--- src/pal_pkg.sv ---
// shared types for the positional array list core
// request codes, sequencer states and the request/result records
// no dependencies
package pal_pkg;

  localparam int POS_W = 7;
  localparam int VAL_W = 32;

  typedef enum logic [2:0] {
    FN_INSERT = 3'd0,
    FN_DELETE = 3'd1,
    FN_GET    = 3'd2,
    FN_LOCATE = 3'd3,
    FN_PREV   = 3'd4,
    FN_NEXT   = 3'd5,
    FN_CLEAR  = 3'd6
  } func_t;

  typedef enum logic [2:0] {
    ST_IDLE,
    ST_READ,
    ST_INS_SHIFT,
    ST_INS_WRITE,
    ST_DEL_FIRST,
    ST_DEL_SHIFT,
    ST_LOCATE,
    ST_DONE
  } state_t;

  typedef struct packed {
    func_t                     func;
    logic [POS_W-1:0]          position;
    logic signed [VAL_W-1:0]   value;
  } req_t;

  typedef struct packed {
    logic                      ok;
    logic signed [VAL_W-1:0]   read_value;
    logic [POS_W-1:0]          found_position;
    logic [POS_W-1:0]          list_length;
  } res_t;

endpackage

--- src/pal_engine.sv ---
// list engine: entry memory, entry count and the sequencer that walks it
// one pointer and one compare are reused for shifting and searching
// depends on pal_pkg
module pal_engine import pal_pkg::*; #(
  parameter int CAPACITY   = 64,
  parameter int DATA_WIDTH = 32
) (
  input  logic clk,
  input  logic rst,
  input  logic start,
  input  req_t req,
  output logic idle,
  output logic res_valid,
  input  logic res_ready,
  output res_t res
);

  localparam int AW   = (CAPACITY > 1) ? $clog2(CAPACITY) : 1;
  localparam int CW   = $clog2(CAPACITY + 1);
  localparam int CMPW = ((CW > POS_W) ? CW : POS_W) + 1;

  state_t state, state_next;

  logic [DATA_WIDTH-1:0]        mem [CAPACITY];
  logic signed [DATA_WIDTH-1:0] rdata;
  logic [AW-1:0]                raddr;
  logic                         we;
  logic [AW-1:0]                waddr;
  logic [DATA_WIDTH-1:0]        wdata;

  logic [CW-1:0]         count, count_next;
  logic [AW-1:0]         ptr, ptr_next;
  logic [POS_W-1:0]      pos_q, pos_q_next;
  logic [DATA_WIDTH-1:0] val_q, val_q_next;
  logic                  res_ok, res_ok_next;
  logic [VAL_W-1:0]      res_rd, res_rd_next;
  logic [POS_W-1:0]      res_found, res_found_next;

  logic [CMPW-1:0] pos_x, cnt_x;
  logic            ins_ok, rd_ok, prev_ok, next_ok, shift_need;
  logic [AW-1:0]   pos_m1;
  logic            more, match;
  logic [VAL_W-1:0] rd_ext;

  assign pos_x      = CMPW'(req.position);
  assign cnt_x      = CMPW'(count);
  assign ins_ok     = (pos_x != '0) && (pos_x <= cnt_x + CMPW'(1)) && (cnt_x < CMPW'(CAPACITY));
  assign rd_ok      = (pos_x != '0) && (pos_x <= cnt_x);
  assign prev_ok    = (pos_x >= CMPW'(2)) && (pos_x <= cnt_x);
  assign next_ok    = (pos_x != '0) && (pos_x < cnt_x);
  assign shift_need = pos_x <= cnt_x;

  // stop address of the upward shift, i.e. the insert slot
  assign pos_m1 = AW'(CMPW'(pos_q) - CMPW'(1));
  assign more   = (CW'(ptr) + CW'(1)) < count;
  assign match  = rdata == val_q;
  assign rd_ext = VAL_W'(rdata);

  assign idle      = state == ST_IDLE;
  assign res_valid = state == ST_DONE;
  assign res.ok             = res_ok;
  assign res.read_value     = res_rd;
  assign res.found_position = res_found;
  assign res.list_length    = POS_W'(count);

  always_ff @(posedge clk) begin
    if (we) begin
      mem[waddr] <= wdata;
    end
    rdata <= mem[raddr];
  end

  always_ff @(posedge clk) begin
    if (rst) begin
      state <= ST_IDLE;
      count <= '0;
    end else begin
      state <= state_next;
      count <= count_next;
    end
  end

  always_ff @(posedge clk) begin
    ptr       <= ptr_next;
    pos_q     <= pos_q_next;
    val_q     <= val_q_next;
    res_ok    <= res_ok_next;
    res_rd    <= res_rd_next;
    res_found <= res_found_next;
  end

  always_comb begin
    state_next = state;
    case (state)
      ST_IDLE: begin
        if (start) begin
          case (req.func)
            FN_INSERT: state_next = ins_ok ? (shift_need ? ST_INS_SHIFT : ST_INS_WRITE)
                                           : ST_DONE;
            FN_DELETE: state_next = rd_ok ? ST_DEL_FIRST : ST_DONE;
            FN_GET:    state_next = rd_ok ? ST_READ : ST_DONE;
            FN_PREV:   state_next = prev_ok ? ST_READ : ST_DONE;
            FN_NEXT:   state_next = next_ok ? ST_READ : ST_DONE;
            FN_LOCATE: state_next = (count != '0) ? ST_LOCATE : ST_DONE;
            default:   state_next = ST_DONE;
          endcase
        end
      end
      ST_INS_SHIFT: state_next = (ptr == pos_m1) ? ST_INS_WRITE : ST_INS_SHIFT;
      ST_INS_WRITE: state_next = ST_DONE;
      ST_READ:      state_next = ST_DONE;
      ST_DEL_FIRST: state_next = more ? ST_DEL_SHIFT : ST_DONE;
      ST_DEL_SHIFT: state_next = more ? ST_DEL_SHIFT : ST_DONE;
      ST_LOCATE:    state_next = (match || !more) ? ST_DONE : ST_LOCATE;
      ST_DONE:      state_next = res_ready ? ST_IDLE : ST_DONE;
      default:      state_next = ST_IDLE;
    endcase
  end

  always_comb begin
    count_next     = count;
    ptr_next       = ptr;
    pos_q_next     = pos_q;
    val_q_next     = val_q;
    res_ok_next    = res_ok;
    res_rd_next    = res_rd;
    res_found_next = res_found;
    raddr          = ptr;
    we             = 1'b0;
    waddr          = ptr;
    wdata          = rdata;
    case (state)
      ST_IDLE: begin
        if (start) begin
          pos_q_next     = req.position;
          val_q_next     = DATA_WIDTH'(req.value);
          res_rd_next    = '0;
          res_found_next = '0;
          res_ok_next    = 1'b0;
          case (req.func)
            FN_INSERT: raddr = AW'(cnt_x - CMPW'(1));
            FN_DELETE: begin
              raddr       = AW'(pos_x - CMPW'(1));
              res_ok_next = rd_ok;
            end
            FN_GET: begin
              raddr       = AW'(pos_x - CMPW'(1));
              res_ok_next = rd_ok;
            end
            FN_PREV: begin
              raddr       = AW'(pos_x - CMPW'(2));
              res_ok_next = prev_ok;
            end
            FN_NEXT: begin
              raddr       = AW'(pos_x);
              res_ok_next = next_ok;
            end
            FN_LOCATE: begin
              raddr       = '0;
              res_ok_next = 1'b1;
            end
            FN_CLEAR: begin
              count_next  = '0;
              res_ok_next = 1'b1;
            end
            default: res_ok_next = 1'b0;
          endcase
          ptr_next = raddr;
        end
      end
      ST_INS_SHIFT: begin
        // rdata holds entry ptr, move it one slot up
        we    = 1'b1;
        waddr = ptr + AW'(1);
        raddr = ptr - AW'(1);
        if (ptr != pos_m1) begin
          ptr_next = ptr - AW'(1);
        end
      end
      ST_INS_WRITE: begin
        we          = 1'b1;
        waddr       = pos_m1;
        wdata       = val_q;
        count_next  = count + CW'(1);
        res_ok_next = 1'b1;
      end
      ST_READ: res_rd_next = rd_ext;
      ST_DEL_FIRST: begin
        res_rd_next = rd_ext;
        raddr       = ptr + AW'(1);
        if (more) begin
          ptr_next = ptr + AW'(1);
        end else begin
          count_next = count - CW'(1);
        end
      end
      ST_DEL_SHIFT: begin
        // rdata holds entry ptr, move it one slot down
        we    = 1'b1;
        waddr = ptr - AW'(1);
        raddr = ptr + AW'(1);
        if (more) begin
          ptr_next = ptr + AW'(1);
        end else begin
          count_next = count - CW'(1);
        end
      end
      ST_LOCATE: begin
        raddr = ptr + AW'(1);
        if (match) begin
          res_found_next = POS_W'({1'b0, ptr} + 1'b1);
        end else if (more) begin
          ptr_next = ptr + AW'(1);
        end
      end
      ST_DONE: ;
      default: ;
    endcase
  end

endmodule

--- src/positional_array_list_core.sv ---
// Positional array list core: an ordered list of signed words addressed by
// 1-based position, served one request at a time.
// Channels: s_tvalid/s_tready/s_tdata carry requests, m_tvalid/m_tready/
// m_tdata carry one result per request. A transfer happens on a rising edge
// with tvalid and tready both high.
// Codes: insert, delete, get, locate, prev, next, clear; an unused code gives
// ok low and leaves the list alone. Every result carries the new length.
// Insert at position p shifts the entries from p to the end up one slot and
// then writes the new word; delete shifts the entries after p down; locate
// scans from position 1 until a match or the end of the list. The walk goes
// one entry per cycle through the single read and single write port of the
// entry memory.
// s_tready is high only while the engine is idle. A finished result sits in
// the output register; while the receiver stalls the engine can take and
// work the next request, and holds its result until the register frees up.
// Reset empties the list (length 0) and drops any result not yet taken;
// entry contents are not cleared and need no clearing pass.
// depends on pal_pkg and pal_engine
module positional_array_list_core import pal_pkg::*; #(
  parameter int CAPACITY   = 64,
  parameter int DATA_WIDTH = 32
) (
  input  logic        clk,
  input  logic        rst,
  input  logic        s_tvalid,
  output logic        s_tready,
  input  logic [47:0] s_tdata,  // func[2:0], position[9:3], value[41:10], zero pad
  output logic        m_tvalid,
  input  logic        m_tready,
  output logic [47:0] m_tdata   // ok[0], read_value[32:1], found_position[39:33],
                                // list_length[46:40], zero pad
);

  req_t req;
  res_t res;
  logic start, idle, res_valid, res_ready;

  assign req.func     = func_t'(s_tdata[2:0]);
  assign req.position = s_tdata[9:3];
  assign req.value    = s_tdata[41:10];

  assign s_tready  = idle;
  assign start     = s_tvalid && idle;
  assign res_ready = !m_tvalid || m_tready;

  pal_engine #(
    .CAPACITY  (CAPACITY),
    .DATA_WIDTH(DATA_WIDTH)
  ) u_engine (
    .clk      (clk),
    .rst      (rst),
    .start    (start),
    .req      (req),
    .idle     (idle),
    .res_valid(res_valid),
    .res_ready(res_ready),
    .res      (res)
  );

  always_ff @(posedge clk) begin
    if (rst) begin
      m_tvalid <= 1'b0;
    end else if (res_ready) begin
      m_tvalid <= res_valid;
    end
  end

  always_ff @(posedge clk) begin
    if (res_ready && res_valid) begin
      m_tdata <= {1'b0, res.list_length, res.found_position, res.read_value, res.ok};
    end
  end

endmodule
--- config.mk ---
export PLATFORM = sky130hd
export DESIGN_NAME = positional_array_list_core
export DESIGN_NICKNAME = d
export VERILOG_FILES = /design/src/pal_pkg.sv /design/src/pal_engine.sv /design/src/positional_array_list_core.sv
export SDC_FILE = /design/constraint.sdc
export NUM_CORES = 2
export LEC_CHECK = 0
export ABC_AREA = 1
export BUFFER_PORTS_ARGS = -buffer_cell sky130_fd_sc_hd__buf_2
export CORE_MARGIN = 2
export CORE_UTILIZATION = 55
export DETAILED_ROUTE_END_ITERATION = 8
export PLACE_DENSITY = 0.71
export SYNTH_ARGS = -nofsm -noshare
export SYNTH_HDL_FRONTEND = slang
export SYNTH_SLANG_ARGS = --single-unit
export TNS_END_PERCENT = 100
--- constraint.sdc ---
create_clock -name clk -period 5.2 [get_ports clk]
set_clock_uncertainty 0.1 [all_clocks]
set_input_delay 0.26 -clock clk [delete_from_list [all_inputs] [get_ports clk]]
set_output_delay 0.26 -clock clk [all_outputs]
set_load 0.01 [all_outputs]
; Yosys cells after proc, flatten, opt, wreduce, memory -nomap -nowiden
; Memories as Yosys holds them, arrays and structs flattened. A register that Yosys moved wholly into a read port is not among the register bits.
; Index checks and enable logic that the tools add are counted.
; W data, S select, Z words.
[word_totals]
reg_bits = 142
mem_bits_rw = 2048
word_cells = 120
memories = 1
[memory_table]
columns = name, depth, width, rd, rd_ports_with_merged_regs, write_ports, line_no
row1 = u_engine.mem, 64, 32, 1, 1, 1, pal_engine.sv:24  ; logic [DATA_WIDTH-1:0] mem [CAPACITY];
[op_classes]
addsub = 10
magnitude_cmp = 6
eq_ne = 22
muxes = 38
reduce_logical = 33
[op_table]
columns = op, n
row1 = $mux W32, 2
row2 = $pmux W32 S2, 1
row3 = $pmux W3 S6, 2
row4 = $pmux W6 S3, 2
row5 = $mux W7, 5
row6 = $eq A32 B32 Y1, 1
row7 = $pmux W6 S5, 1
row8 = $mux W6, 4
row9 = $pmux W6 S4, 1
row10 = $sub A6 B1 Y6 const B, 4
row11 = $eq A3 B3 Y1 const B, 7
row12 = $pmux W7 S3, 1
row13 = $mux W3, 6
row14 = $lt A7 B7 Y1, 2
row15 = $pmux W7 S2, 1
row16 = $eq A3 B2 Y1 const B, 4
row17 = $reduce_or A2 Y1, 5
row18 = $add A7 B1 Y8 const B, 1
row19 = $le A7 B8 Y1, 1
row20 = $mux W1, 8
row21 = $reduce_bool A8 Y1, 1
row22 = $add A6 B1 Y7 const B, 1
row23 = $add A7 B1 Y7 const B, 1
row24 = $ge A7 B2 Y1 const B, 1
row25 = 25 further kinds, 46

; Logic depth before layout (Yosys ltp)
[logic_depth]
depth_word = 8
depth_mapped = 22

; By module
; A second synthesis with hierarchy kept.
[unflattened]
cells_unflattened = 8837
hier_area_um2 = 96746.5
[modules_own_cells]
columns = module, instances, cells_each, area_each_um2, seq_area_each_um2
row1 = pal_engine, 1, 8780, 95268.9, 64862.2
row2 = positional_array_list_core, 1, 57, 1477.7, 1431.4

; Least setup slack after synthesis
; Ideal clock, no wire load.
[synth_timing]
path_type = register -> register
startpoint = reg u_engine.state[1]
endpoint = mem u_engine.mem[0][0], data pin
setup_ns = 0.702
t_arrival_ns = 3.493
required_time_ns = 4.398
path_slack_ns = 0.905
path_stages_with_launch = 6
n_path_buf = 2
path_cell_list = dfxtp_1 -> nand2_1 -> nor2_1 -> clkbuf_1 -> clkbuf_1 -> o21ai_0
[synth_via]
elab_chain_cells = 2
[synth_lines]
columns = element, line_no
row1 = start: declaration, pal_engine.sv:22  ; state_t state, state_next;
row2 = start signal: assignment, pal_engine.sv:78  ; state <= state_next;
row3 = $eq A3 B2 Y1, pal_engine.sv:132  ; case (state)
row4 = $mux W32, pal_engine.sv:132
row5 = via u_engine.wdata[0], pal_engine.sv:29  ; logic [DATA_WIDTH-1:0] wdata;
row6 = end: declaration, pal_engine.sv:24
; The timed path passes the listed nets, and every way through them passes these cells.

; Worst setup path in the final report
[layout_timing]
startpoint = reg u_engine.ptr[0]
endpoint = mem u_engine.mem[26][28], enable pin
[layout_via]
elab_chain_cells = 2
elab_cells_between_ends = 3
classes_between = add/sub (2) / mux (1)
[layout_lines]
columns = element, line_no
row1 = start: declaration, pal_engine.sv:32  ; logic [AW-1:0] ptr, ptr_next;
row2 = start signal: assignment, pal_engine.sv:84  ; ptr <= ptr_next;
row3 = $sub A6 B1 Y6 / $add A6 B1 Y6 (equally long branches), "pal_engine.sv:200, pal_engine.sv:174"
row4 = $pmux W6 S3 (*), pal_engine.sv:132
; Mark *: on every way between the ends. The rest lies on a longest branch, timed or not.

==> results.txt <==
----------------------------------------------------
[Clock tree]
  Clk slew on worst S/H paths ... 0.07 ns
  Hold Buf Count CTS ... 53
  Clock tree from TritonCTS ... done
  Post-CTS Setup Inserts ... 0
  Cts bufs inserted ... 211
  Clock Tree Root ... sky130_fd_sc_hd__clkbuf_16
  # clock sinks ... 2222
  CTS H-tree lvls ... 4
  Clock network latency to the later pin of the worst-skew pair ... 0.85 ns
  Number of instances resized during post-cts repair ... 0
  Maximum count of clock buffers along a single path ... 3

[Placement]
  Placement Setup Slack ... 0.799 ns
  Number of buffer cells added on primary ports ... 94
  Final HPWL DP ... 140 mm
  Gp weighted congestion ... 0.897

[Floorplan]
  Std cell rows ... 152
  IO Pins ... 102
  Chip height ... 418 um
  Effective utilization at floorplan ... 55.2%
  Area of the die ... 175000 um^2
  DIE WIDTH ... 418 um
  CORE AREA ... 171000 um^2

[Routing]
  Routed len/inst ... 24.1 um
  Remaining number of nets flagged by the antenna check after routing ... 0
  Sum of routed wire length over all layers ... 266 mm
  First-iteration detailed-routing DRC count ... 9398
  Detailed Routing Iterations Pass 1 ... 6
  Number of remaining DRC errors ... 0
  DR vias ... 66616
  Vias per cell ... 6.05

[Yosys]
  Leading cell types by total area after synthesis ... sky130_fd_sc_hd__edfxtp_1 69%, sky130_fd_sc_hd__nand2_1 13%, sky130_fd_sc_hd__nand3_1 11%
  Post-synthesis cell type count ... 45
  #FFs+latches synth ... 2222
  Synth Net Count ... 8690
  Per-instance average area after synthesis ... 11.0 um^2
  Count of warnings emitted by yosys ... 0
  Count leader, synth ... sky130_fd_sc_hd__nand2_1
  Async set-or-reset flop fraction in the synthesized netlist ... 0%
  Post-synth top area share ... 69.3%
  Count of mapped cells out of synthesis ... 8606
  Cell taking the most area after synthesis ... sky130_fd_sc_hd__edfxtp_1
  Ranking of synthesized cells by instance count ... 3268 x sky130_fd_sc_hd__nand2_1, 2179 x sky130_fd_sc_hd__edfxtp_1, 2009 x sky130_fd_sc_hd__nand3_1
  Sequential fraction of the synthesis area ... 70.2%
  Most common flop cell mapped by yosys ... sky130_fd_sc_hd__edfxtp_1
  Post-Syn Area ... 94400 um^2
  Number of enable-type register cells in the synthesized netlist ... 2179

[Timing]
  Achievable clock frequency ... 225 MHz
  Sum Neg Setup Slack ... 0 ns
  Tcrit/Tclk final ... 85.6%
  Number of slew-limit violations in the final report ... 0
  Final critical-path setup slack ... 0.748 ns
  Minimum clock period ... 4.45 ns
  Unrepaired setup endpoints after global routing ... no
  Count of final setup violators ... 0
  Worst slew pin tran ... 1.26 ns
  Final hold violation count ... 0
  Slew margin rel. ... 15.9%

[Global route]
  Antenna violations before repair ... 8
  GRT overflow ... 0
  Vias in the first global route ... 62739
  Total track usage ... 29.9%
  Global routing met3 resource utilization ... 4.71%
  GR Layer Usage met1 ... 40.2%
  First-pass GRT wire length ... 391 mm
  Pin count of the biggest net entering global routing ... 188
  Met2 routing resource usage after global routing ... 47.2%
  Most crowded layer after global routing ... met2

[Final layout]
  Combined area of the multi-input logic cells ... 25700 um^2
  Antenna diode count ... 0
  Share of post-route cells with drive strength above 1 ... 8.38%
  Register cell area after layout ... 66300 um^2
  Area added between synthesis and finish ... 11.5%
  Final Net Count ... 8696
  Number of filler instances in the final layout ... 13012

[Status]
  Outcome ... completed

[Worst hold path]
  Class of the tightest hold or removal check ... in2reg

[Worst setup path]
  Highest fanout seen on the critical path ... 19
  Classification of the worst setup path ... reg2reg
  Worst setup EP type ... flip-flop
  Arrival time of data at the critical path endpoint ... 4.88 ns
  CP Data Required Time ... 5.63 ns
  Type of element launching the critical path ... flip-flop

[Run]
  Maximum capacitance violations ... 0

----------------------------------------------------
==> metrics by stage <==
stage	cells	instance area (um^2)	utilization, %	hold slack [ns]
2_1_floorplan	8606	94400	-	0.238
3_3_place_gp	10579	98200	57.4	0.305
3_5_place_dp	10579	98200	57.4	0.305
4_1_cts	11017	105000	61.5	0.00670
5_1_grt	11017	105000	61.5	0.0225
6_report	11017	105000	61.5	0.0371
==> layer usage <==
| metal | vias to the layer above | part of all wire, % |
|---|---|---|
| met3 | 691 | 10 |
| met2 | 3952 | 47 |
| li1 | 29899 | - |
| met5 | - | 0.0079 |
| met4 | 4 | 5.7 |
| met1 | 32070 | 37 |
==> state kept, by name, indices dropped and copies added, names as in the netlist <==
name,count
u_engine.state,3
u_engine.pos_q,6
m_tdata,47
u_engine.res_ok,1
u_engine.rd_ext,32
u_engine.res_rd,32
u_engine.res_found,7
u_engine.mem,2048
u_engine.val_q,32
m_tvalid,1
u_engine.ptr,6
u_engine.count,7
==> worst paths after layout <==
path / startpoint / endpoint / slack, ns / cells after the start
worst max register to register: u_engine.ptr[0]$_DFFE_PP_ / u_engine.mem[26][28]$_DFFE_PP_ / 0.75 / 10
worst min register to register: u_engine.res_rd[24]$_SDFFCE_PN0P_ / m_tdata[25]$_DFFE_PP_ / 0.32 / 0
worst max-delay path: u_engine.ptr[0]$_DFFE_PP_ / u_engine.mem[26][28]$_DFFE_PP_ / 0.75 / 10
worst min-delay path: s_tdata[25] / u_engine.val_q[15]$_DFFE_PP_ / 0.04 / 2
==> cells in the final DEF, fill, tap and decap left out, types with 8 or more instances in the layout <==
master	netlist	routed
sky130_fd_sc_hd__a21oi_1	24	24
sky130_fd_sc_hd__buf_12	0	62
sky130_fd_sc_hd__buf_2	310	94
sky130_fd_sc_hd__buf_4	18	157
sky130_fd_sc_hd__bufinv_16	0	13
sky130_fd_sc_hd__clkbuf_1	156	48
sky130_fd_sc_hd__clkbuf_16	0	215
sky130_fd_sc_hd__clkinv_1	1	55
sky130_fd_sc_hd__clkinv_2	0	33
sky130_fd_sc_hd__dfxtp_1	43	43
sky130_fd_sc_hd__dlygate4sd3_1	0	53
sky130_fd_sc_hd__edfxtp_1	2179	2179
sky130_fd_sc_hd__ha_1	31	31
sky130_fd_sc_hd__inv_1	110	109
sky130_fd_sc_hd__inv_6	0	8
sky130_fd_sc_hd__nand2_1	3268	3263
sky130_fd_sc_hd__nand3_1	2009	2008
sky130_fd_sc_hd__nand4_1	11	11
sky130_fd_sc_hd__nor2_1	166	100
sky130_fd_sc_hd__nor2_4	3	70
sky130_fd_sc_hd__nor3_1	15	15
sky130_fd_sc_hd__o21ai_0	47	15
sky130_fd_sc_hd__o21ai_4	0	32
sky130_fd_sc_hd__o22ai_1	9	9
sky130_fd_sc_hd__or2_2	12	12
sky130_fd_sc_hd__xnor2_1	24	24
sky130_fd_sc_hd__xor2_1	18	18
==> area by class of cell <==
| cell class | count | share of cell area, % |
|---|---|---|
| sequential | 2222 | 63.0 |
| multi-input combinational | 5693 | 24.5 |
| clock buffer | 266 | 5.32 |
| timing repair buffer | 366 | 3.25 |
| tap | 2233 | 2.65 |
| clock inverter | 119 | 0.908 |
| inverter | 118 | 0.426 |
==> logic make-up (layout without fill, tap and decap cells) <==
family | count (synthesis) | in the layout | share of synthesized area (%)
other cells | 1 | 1 | 0.00397
fa+ha+maj | 32 | 32 | 0.432
simple gates | 5504 | 5504 | 24.7
buf+inv | 691 | 869 | 3.54
flops | 2222 | 2222 | 70.2
compound gates | 114 | 114 | 0.713
xor+xnor | 42 | 42 | 0.390
==> worst max-delay path, cell delays in order (launching register included) <==
cell                       delay, ns
sky130_fd_sc_hd__edfxtp_1       0.51
sky130_fd_sc_hd__clkinv_1       0.33
sky130_fd_sc_hd__ha_1           0.33
sky130_fd_sc_hd__xnor2_1        0.21
sky130_fd_sc_hd__o221ai_1       0.16
sky130_fd_sc_hd__a21oi_1        0.67
sky130_fd_sc_hd__inv_1          0.14
sky130_fd_sc_hd__nor2_1         0.18
sky130_fd_sc_hd__nand2_1        0.52
sky130_fd_sc_hd__nor2_4         0.68
sky130_fd_sc_hd__buf_12         0.27
Power is left out: the tool's default activity adds up to more than one toggle a clock period on the data nets, which glitch-free logic cannot reach.
